[src/rtl/wle_pkg.sv]
// wle_pkg: shared constants, codes, sequencer states and transaction structs
// for the word list engine. No dependencies.
package wle_pkg;

   // List capacity and the widths that follow from it
   localparam int DEPTH = 64;
   localparam int ADDR_W = (DEPTH > 1) ? $clog2(DEPTH) : 1;
   localparam int CNT_W = $clog2(DEPTH + 1);
   localparam int IDX_W = 6;
   localparam int CMP_W = (CNT_W > IDX_W) ? CNT_W : IDX_W;

   typedef enum logic [1:0] {
      CMD_APPEND = 2'd0,
      CMD_POP    = 2'd1,
      CMD_ERASE  = 2'd2,
      CMD_FIND   = 2'd3
   } cmd_type;

   typedef enum logic [2:0] {
      STAT_OK    = 3'd0,
      STAT_FULL  = 3'd1,
      STAT_EMPTY = 3'd2,
      STAT_RANGE = 3'd3,
      STAT_MISS  = 3'd4
   } status_type;

   typedef enum logic [3:0] {
      S_IDLE,
      S_EXEC,
      S_POP_WAIT,
      S_ER_WAIT,
      S_SH_RD,
      S_SH_WR,
      S_SC_RD,
      S_SC_CMP,
      S_DONE
   } state_type;

   typedef struct packed {
      cmd_type           command;
      logic [31:0]       value;
      logic [IDX_W-1:0]  index;
   } req_type;

   typedef struct packed {
      logic [31:0]       word_out;
      logic [5:0]        position;
      status_type        status;
      logic [6:0]        count_after;
   } rsp_type;

endpackage

[src/rtl/word_list_engine.sv]
// word_list_engine: bounded ordered list of 32-bit words with append, pop,
// erase-at-index and find. Single module with the element RAM inside.
// Depends on wle_pkg.
//
//  channel | ports                              | direction | payload
//  --------+------------------------------------+-----------+-------------------------
//  request | req_valid, req_stall, req_payload  | in        | command, value, index
//  response| rsp_valid, rsp_stall, rsp_payload  | out       | word_out, position,
//          |                                    |           | status, count_after
//
// One transaction at a time. req_stall is high from acceptance until the
// result is loaded into the response register, so the next transaction can be
// taken while that result still waits for the consumer.
// Steps: append writes in S_EXEC; pop reads the tail there and takes the word
//   in S_POP_WAIT; find reads and compares each word from the head until a hit
//   or the tail; erase reads the word at index, then shifts each later word down.
//   Full, empty, out-of-range and empty-list finds go to S_DONE. Erase and find use the
//   single RAM port pair and one comparator; each word is read, then used registered.
// Reset (synchronous) empties the list; RAM contents are not cleared since
// no entry at or beyond the count is ever read.
// A stalled response holds the sequencer in its final state until accepted.
module word_list_engine (
   input  logic             clock,
   input  logic             reset,
   input  logic             req_valid,
   output logic             req_stall,
   input  wle_pkg::req_type req_payload,
   output logic             rsp_valid,
   input  logic             rsp_stall,
   output wle_pkg::rsp_type rsp_payload
);
   import wle_pkg::*;

   // Element RAM
   logic [31:0]       mem [DEPTH];
   logic [31:0]       rd_data_ff;
   logic              mem_we;
   logic [ADDR_W-1:0] mem_waddr;
   logic [ADDR_W-1:0] mem_raddr;
   logic [31:0]       mem_wdata;

   // Sequencer and datapath registers
   state_type         state_ff, state_in;
   logic [CNT_W-1:0]  count_ff, count_in;
   logic [ADDR_W-1:0] ptr_ff, ptr_in;
   cmd_type           cmd_ff, cmd_in;
   logic [31:0]       value_ff, value_in;
   logic [IDX_W-1:0]  index_ff, index_in;
   logic [31:0]       word_ff, word_in;
   logic [5:0]        pos_ff, pos_in;
   status_type        status_ff, status_in;
   logic              rsp_valid_ff, rsp_valid_in;
   rsp_type           rsp_ff, rsp_in;

   // Conditions
   logic req_take;
   logic rsp_free;
   logic is_full;
   logic is_empty;
   logic idx_bad;
   logic er_last;
   logic sh_last;
   logic sc_last;
   logic hit;

   assign req_stall = (state_ff != S_IDLE);
   assign req_take  = req_valid && !req_stall;
   assign rsp_free  = !rsp_valid_ff || !rsp_stall;
   assign is_full   = (count_ff >= CNT_W'(DEPTH));
   assign is_empty  = (count_ff == '0);
   assign idx_bad   = (CMP_W'(index_ff) >= CMP_W'(count_ff));
   assign er_last   = ((CNT_W'(ptr_ff) + CNT_W'(1)) >= count_ff);
   assign sh_last   = ((CNT_W'(ptr_ff) + CNT_W'(2)) >= count_ff);
   assign sc_last   = ((CNT_W'(ptr_ff) + CNT_W'(1)) >= count_ff);
   assign hit       = (rd_data_ff == value_ff);

   assign rsp_valid   = rsp_valid_ff;
   assign rsp_payload = rsp_ff;

   // Next state
   always_comb begin
      state_in = state_ff;
      unique case (state_ff)
         S_IDLE: begin
            if (req_take) state_in = S_EXEC;
         end
         S_EXEC: begin
            unique case (cmd_ff)
               CMD_APPEND: state_in = S_DONE;
               CMD_POP:    state_in = is_empty ? S_DONE : S_POP_WAIT;
               CMD_ERASE:  state_in = idx_bad ? S_DONE : S_ER_WAIT;
               CMD_FIND:   state_in = is_empty ? S_DONE : S_SC_RD;
            endcase
         end
         S_POP_WAIT: state_in = S_DONE;
         S_ER_WAIT:  state_in = er_last ? S_DONE : S_SH_RD;
         S_SH_RD:    state_in = S_SH_WR;
         S_SH_WR:    state_in = sh_last ? S_DONE : S_SH_RD;
         S_SC_RD:    state_in = S_SC_CMP;
         S_SC_CMP:   state_in = (hit || sc_last) ? S_DONE : S_SC_RD;
         S_DONE: begin
            if (rsp_free) state_in = S_IDLE;
         end
         default:    state_in = S_IDLE;
      endcase
   end

   // Datapath control
   always_comb begin
      count_in     = count_ff;
      ptr_in       = ptr_ff;
      cmd_in       = cmd_ff;
      value_in     = value_ff;
      index_in     = index_ff;
      word_in      = word_ff;
      pos_in       = pos_ff;
      status_in    = status_ff;
      rsp_in       = rsp_ff;
      rsp_valid_in = rsp_valid_ff && rsp_stall;
      mem_we       = 1'b0;
      mem_waddr    = ADDR_W'(count_ff);
      mem_wdata    = value_ff;
      mem_raddr    = ptr_ff;

      unique case (state_ff)
         S_IDLE: begin
            if (req_take) begin
               cmd_in    = req_payload.command;
               value_in  = req_payload.value;
               index_in  = req_payload.index;
               word_in   = '0;
               pos_in    = '0;
               status_in = STAT_OK;
            end
         end
         S_EXEC: begin
            unique case (cmd_ff)
               CMD_APPEND: begin
                  if (is_full) begin
                     status_in = STAT_FULL;
                  end else begin
                     mem_we   = 1'b1;
                     count_in = count_ff + CNT_W'(1);
                  end
               end
               CMD_POP: begin
                  if (is_empty) begin
                     status_in = STAT_EMPTY;
                  end else begin
                     count_in  = count_ff - CNT_W'(1);
                     mem_raddr = ADDR_W'(count_ff - CNT_W'(1));
                  end
               end
               CMD_ERASE: begin
                  if (idx_bad) begin
                     status_in = STAT_RANGE;
                  end else begin
                     mem_raddr = ADDR_W'(index_ff);
                     ptr_in    = ADDR_W'(index_ff);
                  end
               end
               CMD_FIND: begin
                  if (is_empty) begin
                     status_in = STAT_MISS;
                  end else begin
                     ptr_in = '0;
                  end
               end
            endcase
         end
         S_POP_WAIT: word_in = rd_data_ff;
         S_ER_WAIT: begin
            word_in = rd_data_ff;
            if (er_last) count_in = count_ff - CNT_W'(1);
         end
         S_SH_RD: mem_raddr = ptr_ff + ADDR_W'(1);
         S_SH_WR: begin
            mem_we    = 1'b1;
            mem_waddr = ptr_ff;
            mem_wdata = rd_data_ff;
            ptr_in    = ptr_ff + ADDR_W'(1);
            if (sh_last) count_in = count_ff - CNT_W'(1);
         end
         S_SC_RD: mem_raddr = ptr_ff;
         S_SC_CMP: begin
            if (hit) begin
               pos_in = 6'(ptr_ff);
            end else if (sc_last) begin
               status_in = STAT_MISS;
            end else begin
               ptr_in = ptr_ff + ADDR_W'(1);
            end
         end
         S_DONE: begin
            if (rsp_free) begin
               rsp_valid_in        = 1'b1;
               rsp_in.word_out     = word_ff;
               rsp_in.position     = pos_ff;
               rsp_in.status       = status_ff;
               rsp_in.count_after  = 7'(count_ff);
            end
         end
         default: ;
      endcase
   end

   // Element RAM: one write port, one registered read port
   always_ff @(posedge clock) begin
      if (mem_we) mem[mem_waddr] <= mem_wdata;
      rd_data_ff <= mem[mem_raddr];
   end

   // Control registers
   always_ff @(posedge clock) begin
      if (reset) begin
         state_ff     <= S_IDLE;
         count_ff     <= '0;
         rsp_valid_ff <= 1'b0;
      end else begin
         state_ff     <= state_in;
         count_ff     <= count_in;
         rsp_valid_ff <= rsp_valid_in;
      end
   end

   // Payload registers
   always_ff @(posedge clock) begin
      ptr_ff    <= ptr_in;
      cmd_ff    <= cmd_in;
      value_ff  <= value_in;
      index_ff  <= index_in;
      word_ff   <= word_in;
      pos_ff    <= pos_in;
      status_ff <= status_in;
      rsp_ff    <= rsp_in;
   end

endmodule

[config.mk]
export PLATFORM = sky130hd
export DESIGN_NAME = word_list_engine
export DESIGN_NICKNAME = d
export VERILOG_FILES = /design/src/rtl/wle_pkg.sv /design/src/rtl/word_list_engine.sv
export SDC_FILE = /design/constraint.sdc
export NUM_CORES = 2
export LEC_CHECK = 0
export BUFFER_PORTS_ARGS = -buffer_cell sky130_fd_sc_hd__buf_2
export CAP_MARGIN = 20
export CORE_MARGIN = 3
export CORE_UTILIZATION = 55
export CTS_BUF_LIST = sky130_fd_sc_hd__clkbuf_8
export DETAILED_ROUTE_END_ITERATION = 16
export PLACE_DENSITY = 0.76
export SLEW_MARGIN = 0
export SYNTH_ARGS = -nofsm -noshare
export SYNTH_HDL_FRONTEND = slang
export SYNTH_SLANG_ARGS = --single-unit
export TNS_END_PERCENT = 100
[constraint.sdc]
create_clock -name clock -period 5.5 [get_ports clock]
set_clock_uncertainty 0.15 [all_clocks]
set_input_delay 0.825 -clock clock [delete_from_list [all_inputs] [get_ports clock]]
set_output_delay 0.825 -clock clock [all_outputs]
set_load 0.02 [all_outputs]
==> reports/qor.txt <==
CP Class: flop to flop
Mapped Nets: 5988
CTS root buf: clkbuf_8
Initial Util: 0.558
RSZ-0062 raised after global routing: false
H-tree levels: 5
Num Clock Sinks: 2227
Overflow left after global routing: 0
Commonest non-fill, non-tap cell in the layout: edfxtp_1
Share of post-route cells with drive strength above 1: 0.159
First-pass GRT wire length: 366000 microns
Syn Inst Count: 5915
Total core area: 157000 sq um
Worst path cell trace: inv_1, ha_1, nor4b_4, and2_1, o32ai_1, a222oi_1, and2_4, buf_4, buf_4, nand2_1, nand3_1, nand3_1, o21ai_0, and4_1
Psw: 11.4 mW
Yosys top cell by area: edfxtp_1
Die height: 405 microns
Final WS setup: 155 ps
Worst-Margin Slew: 1290 ps
Vias in the first global route: 54100
Via density: 6.43
Commonest cells after routing, fill and taps aside: 2183 x edfxtp_1, 1353 x nand2_1, 462 x nand3_1
Largest net degree at the start of global routing: 110
DRC Markers: 0
# setup viols final: 0
Detailed Place HPWL: 154000 microns
Reg2reg setup slack: 160 ps
Internal power: 27.5 mW
Setup WS pre-CTS: 84.8 ps
Sw frac: 0.293
Slew Viols, Final: 0
Min-delay src: req_valid
RR Startpoint: count_ff[1]
Top-area cell type share of the netlist area: 0.748
Critical Path RT: 6300 ps
Post-route clock period utilization: 0.972
Post-synth top flop: edfxtp_1
Min Tclk post-route: 5340 ps
CTS buffer count: 347
Vias: 55700
Max stage delay cell, worst path: o21ai_0
Die ar.: 164000 sq um
CP Capture Point: rd_data_ff[21]
Post-synthesis sequential area ratio: 0.758
Unique masters post-synth: 84
Leakage: 33.9 nW
CTS tree: done
Yosys Warn Count: 0
CP max stage delay: 950 ps
Startpoint types: flop
Clock share of power: 0.321
GRT Util Overall: 0.309
Max_cap viols: 0
Synthesized area: 87700 sq um
Num ports: 94
Pwr/cell area: 392 nW/um^2
Routed Antenna Nets: 0
Worst hold slack: 150 ps
Syn Area/Cell: 14.8 sq um
Clock-pin slew on the worst setup and hold paths: 60 ps
CP Capture Type: flop
Post-synth EDFFs: 2183
Outcome: complete, no violations
RePlAce Congestion: 0.964
Worst min-delay path category: input pin to flop
Pre-Repair DR Iteration Count: 6
Initial antenna violation count: 17
Headroom to the max-slew limit: 0.140
Crit path DAT: 6140 ps
Clk Latency, worst-skew pair: 1030 ps
Max Fanout on Critical Path: 55
FF-to-FF End: rd_data_ff[21]
Cells on worst reg2reg path: 14
Std-Cell Rows: 145
Die W: 405 microns
I/O Buffers: 93
First-iteration detailed-routing DRC count: 8756
Max clock buf depth: 4
Async set-reset flop share out of synthesis: 0
Wirelength, routed: 256000 microns
Synth area leaders: edfxtp_1 75%, nand2_1 5.9%, nand3_1 2.6%, mux2i_1 2.4%, mux4_2 2.3%
Flop pwr share: 0.504
VDD IR-drop max: 0.293 mV
Hold Vio Cnt, Final: 0
Critical path origin: count_ff[1]
Seq cells post-synth: 2227
Area Overhead vs Synth: 13.0%
Wire length per cell: 29.5 microns
Combinational share of power: 0.175
Nets: 6430
Fmax: 187 MHz
## synthesized netlist by cell type (all sizes together) (29+ instances only)
cell	instances
nor2	164
a32oi	84
mux4	90
edfxtp	2183
a21oi	211
nor3	33
ha	29
a211oi	57
xor2	35
o22ai	52
buf	215
nand3	464
dfxtp	44
mux2i	214
o21ai	63
a31oi	51
clkbuf	131
nand4	65
nand2	1387
and3	30
and2	38
## worst max-delay path, delay by kind of cell (launching register included)
| family | cells | cell delay, ps |
|---|---|---|
| flops | 1 | 310 |
| buf+inv | 3 | 970 |
| simple gates | 7 | 1820 |
| fa+ha+maj | 1 | 340 |
| compound gates | 3 | 1650 |
## sequential cells by signal, indices dropped and copies added (netlist names)
| signal | count |
|---|---|
| cmd_ff | 2 |
| count_ff | 7 |
| index_ff | 6 |
| mem | 2048 |
| pos_ff | 6 |
| ptr_ff | 6 |
| rd_data_ff | 32 |
| rsp_payload | 48 |
| rsp_valid | 1 |
| state_ff | 4 |
| status_ff | 3 |
| value_ff | 32 |
| word_ff | 32 |
## routing by layer
layer | routed length (microns) | global-route usage | vias up | share of wire
li1 | - | - | 23300 | -
met1 | 87600 | 0.402 | 27400 | 0.34
met2 | 117000 | 0.475 | 4221 | 0.46
met3 | 33700 | 0.0792 | 807 | 0.13
met4 | 16700 | 0.180 | 0 | 0.065
met5 | 0 | 0 | - | 0
## worst min-delay path by stage
stage                      end  slack, ps  cells after the start
2_1_floorplan  rsp_payload[10]        250                      0
3_3_place_gp   rsp_payload[45]        260                      0
3_5_place_dp   rsp_payload[29]        250                      0
4_1_cts            state_ff[2]         70                      4
5_1_grt            state_ff[0]        160                      4
6_report           state_ff[2]        150                      4
## timing repair
item / in CTS / in global routing
hold endpoints to repair: 45 / 0
gates resized for setup: 0 / 2
hold buffers: 43 / 0
setup endpoints to repair: 0 / 10
setup buffers: 0 / 5
## power groups by stage
stage          Combinational (mW)  Clock, mW  Sequential (mW)
5_1_grt                      7.07       13.3             19.6
4_1_cts                      6.57       12.6             19.6
3_5_place_dp                 6.52          0             19.9
6_report                     6.79       12.5             19.6
2_1_floorplan                3.87          0             19.7
3_3_place_gp                 6.37          0             19.9
## area by class of cell
type,count,area (sq um)
Clock inverter,221,976
Timing Repair Buffer,439,3870
Multi-Input combinational cell,3321,20100
Inverter,21,78.8
Antenna cell,13,32.5
Tap cell,2058,2570
Fill cell,10700,58200
Sequential cell,2227,66400
Clock buffer,368,5060
## kinds of logic (layout without fill, tap and decap cells)
family | after synthesis | after routing | share of synthesized area
AND/OR/NAND/NOR | 2268 | 2268 | 0.113
flip-flops | 2227 | 2227 | 0.758
AO/OA/AOI/OAI | 667 | 667 | 0.0508
buffers and inverters | 367 | 1049 | 0.0216
multiplexers | 314 | 314 | 0.0488
XOR/XNOR | 43 | 43 | 0.00429
adder cells (fa/ha/maj) | 29 | 29 | 0.00414
other | 0 | 13 | 0
## stage by stage
| step | std cells | utilization | TNS (ps) | power, mW | cell area [sq um] |
|---|---|---|---|---|---|
| after global placement | 8013 | 0.588 | -61.4 | 26.3 | 92500 |
| after floorplan | 5915 | - | 0 | 23.6 | 87700 |
| final | 8668 | 0.630 | 0 | 38.9 | 99100 |
| after detailed placement | 8016 | 0.588 | 0 | 26.5 | 92500 |
| after global routing | 8657 | 0.630 | 0 | 40.0 | 99100 |
| after CTS | 8648 | 0.629 | 0 | 38.7 | 99000 |
(Power assumes the default switching activity.)
